$ cat config.mk
export PLATFORM = sky130hd
export DESIGN_NAME = gregorian_day_difference
export DESIGN_NICKNAME = d
export VERILOG_FILES = /design/src/rtl/core/gdd_pkg.sv /design/src/rtl/core/gdd_lane.sv /design/src/rtl/core/gdd_merge.sv /design/src/rtl/core/gregorian_day_difference.sv
export SDC_FILE = /design/constraint.sdc
export NUM_CORES = 2
export LEC_CHECK = 0
export ABC_AREA = 1
export BUFFER_PORTS_ARGS = -buffer_cell sky130_fd_sc_hd__buf_4
export CORE_MARGIN = 4
export CORE_UTILIZATION = 56
export CTS_BUF_LIST = sky130_fd_sc_hd__clkbuf_4
export CTS_CLUSTER_DIAMETER = 30
export DETAILED_ROUTE_END_ITERATION = 7
export PLACE_DENSITY = 0.72
export SLEW_MARGIN = 20
export SYNTH_ARGS = -nofsm -noshare
export SYNTH_HDL_FRONTEND = slang
export SYNTH_SLANG_ARGS = --single-unit
$ cat constraint.sdc
create_clock -name clock -period 9.6 [get_ports clock]
set_input_delay 1.92 -clock clock [delete_from_list [all_inputs] [get_ports clock]]
set_output_delay 1.92 -clock clock [all_outputs]
set_load 0.005 [all_outputs]
$ cat src/rtl/core/gdd_pkg.sv
// Package for the Gregorian day difference block: field widths, tdata layout,
// calendar tables and the lane/merge types. Depends on nothing.
`timescale 1ns / 1ps

package gdd_pkg;

   localparam int YEAR_W  = 14;
   localparam int MONTH_W = 4;
   localparam int DAY_W   = 5;
   localparam int KEY_W   = YEAR_W + MONTH_W + DAY_W;
   localparam int DNUM_W  = 23;   // day number of any 14-bit year fits unsigned
   localparam int DIFF_W  = 23;
   localparam int ORDER_W = 2;
   localparam int LEAP_W  = 13;   // leap days before a year below 16384

   localparam int YEAR_MAX = 9999;

   // floor(x / 100) = (x * RECIP_100) >> RECIP_SHIFT for every 14-bit x
   localparam int RECIP_SHIFT = 24;
   localparam int RECIP_W     = 18;
   localparam logic [RECIP_W-1:0] RECIP_100 = 18'd167773;
   localparam int MUL_W  = YEAR_W + RECIP_W;
   localparam int QUOT_W = 8;

   localparam int DAYS_PER_YEAR = 365;

   // request tdata layout, lowest bits first
   localparam int REQ_DATA_W = 48;
   localparam int REQ_FROM_LSB = 0;
   localparam int REQ_TO_LSB   = KEY_W;

   // response tdata layout, lowest bits first
   localparam int RSP_DATA_W    = 32;
   localparam int RSP_DIFF_LSB  = 0;
   localparam int RSP_ORDER_LSB = DIFF_W;
   localparam int RSP_FVAL_BIT  = DIFF_W + ORDER_W;
   localparam int RSP_TVAL_BIT  = DIFF_W + ORDER_W + 1;
   localparam int RSP_PAD_W     = RSP_DATA_W - DIFF_W - ORDER_W - 2;

   localparam logic [MONTH_W-1:0] MONTH_JAN = 4'd1;
   localparam logic [MONTH_W-1:0] MONTH_FEB = 4'd2;
   localparam logic [MONTH_W-1:0] MONTH_DEC = 4'd12;

   typedef enum logic [ORDER_W-1:0] {
      ORDER_BEFORE = 2'd0,
      ORDER_EQUAL  = 2'd1,
      ORDER_AFTER  = 2'd2
   } order_type;

   typedef struct packed {
      logic [DAY_W-1:0]   day;
      logic [MONTH_W-1:0] month;
      logic [YEAR_W-1:0]  year;
   } date_type;

   typedef struct packed {
      logic [DNUM_W-1:0] day_num;
      logic [KEY_W-1:0]  key;     // {year, month, day} for ordering
      logic              valid;
   } lane_result_type;

   // month length in a common year; zero for codes that are not months
   function automatic logic [DAY_W-1:0] common_len(input logic [MONTH_W-1:0] m);
      logic [DAY_W-1:0] len;
      case (m)
         4'd1, 4'd3, 4'd5, 4'd7, 4'd8, 4'd10, 4'd12: len = 5'd31;
         4'd4, 4'd6, 4'd9, 4'd11:                    len = 5'd30;
         4'd2:                                       len = 5'd28;
         default:                                    len = 5'd0;
      endcase
      return len;
   endfunction

   // days before the first of the month in a common year
   function automatic logic [8:0] days_before(input logic [MONTH_W-1:0] m);
      logic [8:0] days;
      case (m)
         4'd2:    days = 9'd31;
         4'd3:    days = 9'd59;
         4'd4:    days = 9'd90;
         4'd5:    days = 9'd120;
         4'd6:    days = 9'd151;
         4'd7:    days = 9'd181;
         4'd8:    days = 9'd212;
         4'd9:    days = 9'd243;
         4'd10:   days = 9'd273;
         4'd11:   days = 9'd304;
         4'd12:   days = 9'd334;
         default: days = 9'd0;
      endcase
      return days;
   endfunction

endpackage

$ cat src/rtl/core/gdd_lane.sv
// One date lane: validity check and day number in three register stages.
// Depends on gdd_pkg.
`timescale 1ns / 1ps

module gdd_lane
   import gdd_pkg::*;
(
   input  logic            clock,
   input  logic            advance,
   input  date_type        date_in,
   output lane_result_type result
);

   // stage 1: divide year and leap-count year by 100
   logic [YEAR_W-1:0]  ly;
   logic [MUL_W-1:0]   prod_y, prod_ly;
   logic [YEAR_W-1:0]  y1_ff, ly1_ff;
   logic [MONTH_W-1:0] m1_ff;
   logic [DAY_W-1:0]   d1_ff;
   logic [QUOT_W-1:0]  qy1_ff, qly1_ff;
   logic [QUOT_W-1:0]  qy1_in, qly1_in;

   // January and February count leap days up to the year before
   assign ly      = (date_in.month <= MONTH_FEB) ? date_in.year - YEAR_W'(1) : date_in.year;
   assign prod_y  = MUL_W'(date_in.year) * MUL_W'(RECIP_100);
   assign prod_ly = MUL_W'(ly) * MUL_W'(RECIP_100);
   assign qy1_in  = prod_y[RECIP_SHIFT +: QUOT_W];
   assign qly1_in = prod_ly[RECIP_SHIFT +: QUOT_W];

   always_ff @(posedge clock) begin
      if (advance) begin
         y1_ff   <= date_in.year;
         m1_ff   <= date_in.month;
         d1_ff   <= date_in.day;
         ly1_ff  <= ly;
         qy1_ff  <= qy1_in;
         qly1_ff <= qly1_in;
      end
   end

   // stage 2: leap rule, validity, partial day number, leap count
   logic [YEAR_W-1:0]  rem100;
   logic               leap;
   logic [DAY_W-1:0]   mlen;
   logic               valid2_in, valid2_ff;
   logic [DNUM_W-1:0]  part2_in, part2_ff;
   logic [LEAP_W-1:0]  leaps2_in, leaps2_ff;
   logic [KEY_W-1:0]   key2_ff, key3_ff;

   assign rem100 = y1_ff - YEAR_W'(qy1_ff) * YEAR_W'(100);
   assign leap   = (y1_ff[1:0] == 2'b00 && rem100 != '0)
                || (rem100 == '0 && qy1_ff[1:0] == 2'b00);
   assign mlen   = (m1_ff == MONTH_FEB && leap) ? 5'd29 : common_len(m1_ff);

   assign valid2_in = (y1_ff != '0) && (32'(y1_ff) <= 32'(YEAR_MAX))
                   && (m1_ff >= MONTH_JAN) && (m1_ff <= MONTH_DEC)
                   && (d1_ff != '0) && (d1_ff <= mlen);

   assign part2_in  = DNUM_W'(y1_ff) * DNUM_W'(DAYS_PER_YEAR)
                    + DNUM_W'(days_before(m1_ff)) + DNUM_W'(d1_ff);
   assign leaps2_in = LEAP_W'(ly1_ff >> 2) - LEAP_W'(qly1_ff) + LEAP_W'(qly1_ff >> 2);

   always_ff @(posedge clock) begin
      if (advance) begin
         valid2_ff <= valid2_in;
         part2_ff  <= part2_in;
         leaps2_ff <= leaps2_in;
         key2_ff   <= {y1_ff, m1_ff, d1_ff};
      end
   end

   // stage 3: add the leap days
   logic [DNUM_W-1:0] dnum3_ff, dnum3_in;
   logic              valid3_ff;

   assign dnum3_in = part2_ff + DNUM_W'(leaps2_ff);

   always_ff @(posedge clock) begin
      if (advance) begin
         dnum3_ff  <= dnum3_in;
         valid3_ff <= valid2_ff;
         key3_ff   <= key2_ff;
      end
   end

   assign result.day_num = dnum3_ff;
   assign result.key     = key3_ff;
   assign result.valid   = valid3_ff;

endmodule

$ cat src/rtl/core/gdd_merge.sv
// Merge stage: subtracts the two lane day numbers and orders the raw dates.
// Depends on gdd_pkg.
`timescale 1ns / 1ps

module gdd_merge
   import gdd_pkg::*;
(
   input  logic              clock,
   input  logic              advance,
   input  lane_result_type   from_lane,
   input  lane_result_type   to_lane,
   output logic [DIFF_W-1:0] day_difference,
   output order_type         order,
   output logic              from_valid,
   output logic              to_valid
);

   logic [DNUM_W:0]   wide_diff;
   logic [DIFF_W-1:0] diff_in, diff_ff;
   order_type         order_in, order_ff;
   logic              fval_ff, tval_ff;

   assign wide_diff = {1'b0, to_lane.day_num} - {1'b0, from_lane.day_num};
   // drop the difference when either date is not a real date
   assign diff_in   = (from_lane.valid && to_lane.valid) ? DIFF_W'(wide_diff) : '0;

   always_comb begin
      if (from_lane.key < to_lane.key) begin
         order_in = ORDER_BEFORE;
      end else if (from_lane.key == to_lane.key) begin
         order_in = ORDER_EQUAL;
      end else begin
         order_in = ORDER_AFTER;
      end
   end

   always_ff @(posedge clock) begin
      if (advance) begin
         diff_ff  <= diff_in;
         order_ff <= order_in;
         fval_ff  <= from_lane.valid;
         tval_ff  <= to_lane.valid;
      end
   end

   assign day_difference = diff_ff;
   assign order          = order_ff;
   assign from_valid     = fval_ff;
   assign to_valid       = tval_ff;

endmodule

$ cat src/rtl/core/gregorian_day_difference.sv
// Top level of the Gregorian day difference block: two date lanes and a merge
// stage behind one stream handshake. Depends on gdd_pkg, gdd_lane, gdd_merge.
//
// Usage:
//   req_*: one item is a date pair (start date, end date). It is taken at a
//     rising edge where req_tvalid and req_tready are both high.
//   rsp_*: one item per request: signed day difference, order of the raw
//     dates and a validity flag per date. Invalid dates give difference zero.
//   Pipeline: an accepted item passes four register stages before
//     rsp_tvalid rises. The start and end lanes each take three stages
//     (divide by 100, leap rule and partial sum, final add); the merge stage
//     is the output register.
//   Throughput: one item per cycle unless the output stalls. The whole
//     pipeline advances on one enable, so req_tready is high whenever the
//     output register is empty or is being taken in the same cycle.
//   Stall: with rsp_tvalid high and rsp_tready low the pipeline holds, the
//     response stays put and req_tready falls.
//   Reset: synchronous and active high; it drops all items in flight.
`timescale 1ns / 1ps

module gregorian_day_difference
   import gdd_pkg::*;
(
   input  logic                  clock,
   input  logic                  reset,
   input  logic                  req_tvalid,
   output logic                  req_tready,
   // [13:0] from_year, [17:14] from_month, [22:18] from_day,
   // [36:23] to_year, [40:37] to_month, [45:41] to_day, [47:46] zero
   input  logic [REQ_DATA_W-1:0] req_tdata,
   output logic                  rsp_tvalid,
   input  logic                  rsp_tready,
   // [22:0] day_difference, [24:23] order, [25] from_valid, [26] to_valid,
   // [31:27] zero
   output logic [RSP_DATA_W-1:0] rsp_tdata
);

   // one enable for every stage: move when the output slot frees up
   logic advance;
   assign advance    = !rsp_tvalid || rsp_tready;
   assign req_tready = advance;

   // occupancy of the three lane stages and the output register
   logic [2:0] stage_valid_ff, stage_valid_in;
   logic       rsp_valid_ff, rsp_valid_in;

   assign stage_valid_in = advance ? {stage_valid_ff[1:0], req_tvalid} : stage_valid_ff;
   assign rsp_valid_in   = advance ? stage_valid_ff[2] : rsp_valid_ff;

   always_ff @(posedge clock) begin
      if (reset) begin
         stage_valid_ff <= '0;
         rsp_valid_ff   <= 1'b0;
      end else begin
         stage_valid_ff <= stage_valid_in;
         rsp_valid_ff   <= rsp_valid_in;
      end
   end

   assign rsp_tvalid = rsp_valid_ff;

   // unpack the two dates
   date_type from_date, to_date;
   assign from_date = date_type'(req_tdata[REQ_FROM_LSB +: KEY_W]);
   assign to_date   = date_type'(req_tdata[REQ_TO_LSB +: KEY_W]);

   lane_result_type from_lane, to_lane;

   gdd_lane u_from_lane (
      .clock   (clock),
      .advance (advance),
      .date_in (from_date),
      .result  (from_lane)
   );

   gdd_lane u_to_lane (
      .clock   (clock),
      .advance (advance),
      .date_in (to_date),
      .result  (to_lane)
   );

   logic [DIFF_W-1:0] day_difference;
   order_type         order;
   logic              from_valid, to_valid;

   gdd_merge u_merge (
      .clock          (clock),
      .advance        (advance),
      .from_lane      (from_lane),
      .to_lane        (to_lane),
      .day_difference (day_difference),
      .order          (order),
      .from_valid     (from_valid),
      .to_valid       (to_valid)
   );

   // pack the response item
   assign rsp_tdata = {RSP_PAD_W'(0), to_valid, from_valid, order, day_difference};

endmodule

---- Word-level counts from Yosys, hierarchy flattened ----
Memories as Yosys holds them, arrays and structs flattened. A register that Yosys moved wholly into a read port is not among the register bits.
Index checks and enable logic that the tools add are counted.
word-level totals
  memories kept ........................... 4
  input port bits ......................... 52
  flip-flop bits (word level) ............. 351
  memory bits (read-only) ................. 448
memory list
  name             words  width  read ports  clocked after memory_dff  write ports  RTL line       RTL
  (no name shown)  16     9      1           1                         0            gdd_pkg.sv:77  case (m)
  (no name shown)  16     9      1           1                         0            gdd_pkg.sv:77
  (no name shown)  16     5      1           1                         0            gdd_pkg.sv:65  case (m)
  (no name shown)  16     5      1           1                         0            gdd_pkg.sv:65
cells by class
  equal/unequal tests ..................... 3
  $lt $le $gt $ge ......................... 11
  mux-type cells .......................... 9
  reduce and logical (&&, ||, !) cells .... 33
  $mul .................................... 8
  add/subtract/negate cells ............... 15
operator list
  operator                                                                number
  14-bit by 18-bit multiplier with 32-bit output (second input constant)  4
  14-bit nonzero test                                                     4
  23-bit by 13-bit adder with 23-bit output                               2
  23-bit by 5-bit adder with 23-bit output                                2
  23-bit by 9-bit adder with 23-bit output                                2
  14-bit by 9-bit multiplier with 23-bit output (second input constant)   2
  14-bit less-or-equal comparator (second input constant)                 2
  14-bit zero test                                                        2
  14-bit 2-to-1 mux                                                       2
  14-bit by 1-bit subtractor with 14-bit output (second input constant)   2
  14-bit subtractor                                                       2
  13-bit by 6-bit adder with 13-bit output                                2
  12-bit by 8-bit subtractor with 13-bit output                           2
  8-bit by 5-bit multiplier with 12-bit output (second input constant)    2
  23-bit equality test                                                    1
  23-bit < comparator                                                     1
  23-bit subtractor                                                       1
  1-bit logical AND                                                       17
  4-bit 2-to-1 mux                                                        4
  5-bit less-or-equal comparator                                          2
  5-bit 2-to-1 mux                                                        2
  5-bit nonzero test                                                      2
  4-bit by 2-bit equality test with 1-bit output (second input constant)  2
  4-bit by 1-bit >= comparator with 1-bit output (second input constant)  2
  6 further kinds                                                         13

---- Longest topological paths before layout ----
  depth after elaboration ................. 9
  gate-level depth with buffers ........... 34
  mapped depth without buffers ............ 34

---- By module ----
A second synthesis with hierarchy kept.
second synthesis, totals
  cells, all modules ...................... 5098
  area, all modules ....................... 46427.0 um^2
by module, submodules not included
  module                    area an instance (um^2)  cells an instance  seq. area each (um^2)  times used
  gdd_lane at u_to_lane     21479.4                  2284               4984.8                 1
  gdd_lane at u_from_lane   21450.6                  2273               4984.8                 1
  gdd_merge                 3274.4                   508                810.8                  1
  gregorian_day_difference  222.7                    33                 80.1                   1

---- Worst setup path after synthesis ----
Ideal clock, no wire load.
  path type ............................... input to output
  start point ............................. input port rsp_tready
  end point ............................... output port req_tready
  arrival time ............................ 6181 ps
  cell stages on the path ................. 3
  path buffers ............................ 1
  path slack .............................. 1499 ps
  required time ........................... 7680 ps
  cell sequence ........................... nor2_2 > inv_1 > buf_2
on the way
  cells in the longest elaborated chain, start to end .. 1
ends and longest elaborated chain
  element           RTL line                        RTL
  from (decl)       gregorian_day_difference.sv:32  input logic rsp_tready,
  1-bit logical OR  gregorian_day_difference.sv:40  assign advance = !rsp_tvalid || rsp_tready;
  to (decl)         gregorian_day_difference.sv:27  output logic req_tready,
No other way between the ends.

---- Worst setup path in the final report ----
  start point ............................. input port req_tdata[27]
  end point ............................... register u_to_lane.qly1_ff[6], data pin
on the way
  cells in the longest elaborated chain, start to end .. 3
ends and longest elaborated chain
  element                                         RTL line                        RTL
  from (decl)                                     gregorian_day_difference.sv:30  input logic [REQ_DATA_W-1:0] req_tdata,
  14-bit by 1-bit subtractor with 14-bit output   gdd_lane.sv:24                  assign ly = (date_in.month <= MONTH_FEB) ? date_in.year - YEAR_W'(1) : date_in.year;
  14-bit 2-to-1 mux                               gdd_lane.sv:24
  net u_to_lane.ly[11]                            gdd_lane.sv:15                  logic [YEAR_W-1:0] ly;
  14-bit by 18-bit multiplier with 32-bit output  gdd_lane.sv:26                  assign prod_ly = MUL_W'(ly) * MUL_W'(RECIP_100);
  net u_to_lane.prod_ly[30]                       gdd_lane.sv:16                  logic [MUL_W-1:0] prod_y, prod_ly;
  to (signal assigned)                            gdd_lane.sv:37                  qly1_ff <= qly1_in;
  to (decl)                                       gdd_lane.sv:20                  logic [QUOT_W-1:0] qy1_ff, qly1_ff;
The timed path passes the listed nets, and every way through them passes these cells.
A chain may end at the register's enable or synchronous reset.

==> Flow_metrics.wiki <==
{| class="wikitable"
! Metric !! Value
|-
| Worst endpoint data arrival time || 8.05 ns
|-
| Sequential area share after synthesis || 0.239
|-
| Inserted Clock Buffers || 99
|-
| Clock tree from TritonCTS || built
|-
| Worst clock skew || 0.0560 ns
|-
| Hold wc startpoint || u_from_lane.key2_ff[1]
|-
| Setup bufs post-CTS || 0
|-
| Count of endpoints failing hold in the final timing report || 0
|-
| Latest clock arrival within the worst-skew pair || 0.86 ns
|-
| Routed Wire Length || 99200 um
|-
| Class of the tightest hold or removal check || flop to flop
|-
| Critical Path End Type || flop
|-
| Starting Density || 0.565
|-
| Most common cell after layout, fill and taps aside || sky130_fd_sc_hd__inv_1
|-
| Max-slew violation total from the final report || 0
|-
| Global-route total usage across every layer || 0.239
|-
| Layout filler cell count || 6807
|-
| Die Span X || 293 um
|-
| Via-per-instance ratio || 5.27
|-
| Clock-pin slew of the registers on the worst-case setup and hold paths || 0.07 ns
|-
| Combined flip-flop and latch cell area || 10900 um2
|-
| Result of the run || finished clean
|-
| Die Footprint || 85800 um2
|-
| Number of gates given a new drive strength after cts || 0
|-
| Count of hold buffers inserted by post-cts repair || 0
|-
| Top library cells by usage in the layout, fill and taps aside || 1101 x sky130_fd_sc_hd__inv_1, 854 x sky130_fd_sc_hd__ha_1, 694 x sky130_fd_sc_hd__nand2_1, 468 x sky130_fd_sc_hd__fa_1, 343 x sky130_fd_sc_hd__edfxtp_1
|-
| Gpl congestion || 0.928
|-
| CP Launch Point || req_tdata[27]
|-
| Setup repair after global routing missed its margin || false
|-
| Pin count of the biggest net entering global routing || 183
|-
| Wire length per cell after detailed routing || 16.1 um
|-
| Final-layout setup total negative slack || 0 ns
|-
| Num ports || 86
|-
| Post-synthesis instance area || 45500 um2
|-
| Final HPWL DP || 84400 um
|-
| Antenna violations before repair || 3
|-
| Number of distinct library cell variants in the gate-level netlist after synthesis || 62
|-
| Slew at the pin closest to its max-slew limit || 0.992 ns
|-
| Top_reg_cell synth || sky130_fd_sc_hd__edfxtp_1
|-
| Req. time, crit path || 10.17 ns
|-
| Area used by multi-input combinational logic || 30400 um2
|-
| CTS Buffer Depth || 3
|-
| Minimum clock period after layout || 7.48 ns
|-
| Wire length of the first global-routing pass || 166000 um
|-
| Post-route DRC violation count || 0
|-
| Chip Height || 293 um
|-
| IO buf count || 78
|-
| Top cell by count, worst path || sky130_fd_sc_hd__inv_1
|-
| Drt first-iter violations || 2087
|-
| CP Max Fanout || 8
|-
| Biggest cell delay along the critical path || 0.69 ns
|-
| Clock sink count || 371
|-
| Synthesized flop and latch total || 371
|-
| Via Count || 32524
|-
| CP Class || input pin to flop
|-
| Source of the worst register-to-register timing path || u_to_lane.qy1_ff[2]
|-
| Cell with the largest stage delay on the worst path || sky130_fd_sc_hd__xor2_1
|-
| Length of the first detailed-routing pass in iterations || 6
|-
| Number of violations of the max-capacitance limit || 0
|-
| Gate Count Post-Synth || 4849
|-
| Area Overhead vs Synth || 7.18%
|-
| Syn Area/Cell || 9.38 um2
|-
| Via count of the first global-routing pass || 33257
|-
| Achievable clock frequency || 134 MHz
|-
| Normalized max-slew margin || 0.339
|-
| Number of warnings printed during yosys synthesis || 0
|-
| Total number of placement rows || 104
|-
| Startpoint Class || input pin
|-
| Nets || 6409
|-
| Placeable core region || 80500 um2
|-
| Antenna-violating nets left || 0
|-
| Final number of setup-violating endpoints || 0
|-
| Async SR Flop Fraction || 0
|-
| Fraction of the cycle the final worst path needs || 0.779
|-
| Clock Tree Root || sky130_fd_sc_hd__clkbuf_4
|-
| Total overflow reported by the global router || 0
|-
| Layout cell share with drive strength beyond 1 || 0.0666
|-
| Deepest level of the CTS H-tree || 3
|-
| Number of flops mapped to enable cells by yosys || 343
|}
-- kinds of logic (layout without fill, tap and decap cells) --
family | count (synthesis) | count (layout) | synth area share
compound gates | 606 | 606 | 0.0760
fa+ha+maj | 1322 | 1322 | 0.441
other cells | 1 | 9 | 0.0000825
xor+xnor | 164 | 164 | 0.0321
flops | 371 | 371 | 0.239
simple gates | 1254 | 1254 | 0.118
buf+inv | 1131 | 1386 | 0.0941
-- flip-flops by register name, summed over array words and instances (netlist names), 8 cells and up, named ones only --
| register | flops |
|---|---|
| u_to_lane.ly1_ff | 12 |
| u_from_lane.qly1_ff | 8 |
| u_from_lane.key3_ff | 23 |
| u_to_lane.key2_ff | 23 |
| u_to_lane.qly1_ff | 8 |
| u_from_lane.part2_ff | 23 |
| u_to_lane.key3_ff | 23 |
| u_to_lane.part2_ff | 23 |
| u_from_lane.qy1_ff | 8 |
| u_to_lane.y1_ff | 14 |
| u_from_lane.ly1_ff | 12 |
| u_merge.day_difference | 23 |
| u_from_lane.key2_ff | 23 |
| u_from_lane.y1_ff | 14 |
| u_from_lane.leaps2_ff | 13 |
| u_to_lane.dnum3_ff | 23 |
| u_from_lane.dnum3_ff | 23 |
| u_to_lane.leaps2_ff | 13 |
| u_to_lane.qy1_ff | 8 |
-- metal layers --
layer  global-route usage  vias up  share of wire
met5                    0        -              0
li1                     -    16207              -
met2                0.368      828           0.44
met3               0.0488      168          0.066
met4               0.0643        0          0.026
met1                0.346    15321           0.47
-- through the flow --
| stage | hold WS, ns | area [um2] | cells | utilization | worst slack, ns |
|---|---|---|---|---|---|
| 2_1_floorplan | 0.400 | 45500 | 4853 | - | 1.50 |
| 3_3_place_gp | 0.401 | 47500 | 5994 | 0.589 | 1.42 |
| 3_5_place_dp | 0.405 | 47500 | 5994 | 0.589 | 1.41 |
| 4_1_cts | 0.390 | 48700 | 6168 | 0.605 | 2.33 |
| 5_1_grt | 0.399 | 48700 | 6172 | 0.605 | 1.77 |
| 6_report | 0.405 | 48700 | 6172 | 0.605 | 2.12 |
-- layout make-up --
cell class | count | share of cell area
Timing Repair Buffer | 94 | 0.0147
Sequential cell | 371 | 0.223
Antenna cell | 4 | 0.000205
Tap cell | 1060 | 0.0272
Multi-Input combinational cell | 3351 | 0.623
Clock buffer | 133 | 0.0205
Inverter | 1118 | 0.0863
Clock inverter | 41 | 0.00562
-- synth_stat cells (5+ instances only) --
cell type                  instances  area share
sky130_fd_sc_hd__inv_1          1102       0.091
sky130_fd_sc_hd__ha_1            854        0.23
sky130_fd_sc_hd__nand2_1         694       0.057
sky130_fd_sc_hd__fa_1            468        0.21
sky130_fd_sc_hd__edfxtp_1        343        0.23
sky130_fd_sc_hd__a21oi_1         293       0.032
sky130_fd_sc_hd__nor2_1          228       0.019
sky130_fd_sc_hd__nand3_1         150       0.017
sky130_fd_sc_hd__o21ai_0         149       0.016
sky130_fd_sc_hd__xor2_1          111       0.021
sky130_fd_sc_hd__nand4_1          51      0.0070
sky130_fd_sc_hd__nor3_1           51      0.0056
sky130_fd_sc_hd__xnor2_1          50      0.0096
sky130_fd_sc_hd__dfxtp_1          28       0.012
sky130_fd_sc_hd__o21bai_1         24      0.0040
sky130_fd_sc_hd__o21ai_1          21      0.0023
sky130_fd_sc_hd__nor4_1           19      0.0026
sky130_fd_sc_hd__a31oi_1          17      0.0023
sky130_fd_sc_hd__a21o_1           16      0.0026
sky130_fd_sc_hd__inv_2            15      0.0012
sky130_fd_sc_hd__o21ai_2          14      0.0027
sky130_fd_sc_hd__o21a_1           13      0.0021
sky130_fd_sc_hd__nand2_2          10      0.0014
sky130_fd_sc_hd__o211ai_1         10      0.0017
sky130_fd_sc_hd__or2_2            10      0.0014
sky130_fd_sc_hd__nor2_2            9      0.0012
sky130_fd_sc_hd__buf_4             7      0.0012
sky130_fd_sc_hd__nand3b_1          7      0.0012
sky130_fd_sc_hd__a211oi_1          6     0.00099
sky130_fd_sc_hd__a21oi_2           6      0.0012
sky130_fd_sc_hd__and3_1            6     0.00083
sky130_fd_sc_hd__nand3_2           5      0.0011
sky130_fd_sc_hd__o22ai_1           5     0.00069
sky130_fd_sc_hd__o31ai_1           5     0.00083
-- final timing paths --
kind                                                to  slack [ns]  cells past startpoint
worst max-delay path              u_to_lane.qly1_ff[6]        2.12                     27
worst min-delay path            u_from_lane.key3_ff[1]        0.41                      0
worst max register to register     u_to_lane.valid2_ff        4.13                     22
worst min register to register  u_from_lane.key3_ff[1]        0.41                      0
-- worst max-delay path: cells and delay by family --
kind | cells | cell delay [ns]
compound gates | 4 | 0.82
buf+inv | 8 | 0.66
fa+ha+maj | 8 | 3.41
xor+xnor | 1 | 0.69
simple gates | 6 | 0.52
Power is not shown: default switching activity piles up to over one toggle a cycle in this logic, so the estimate is an artifact.
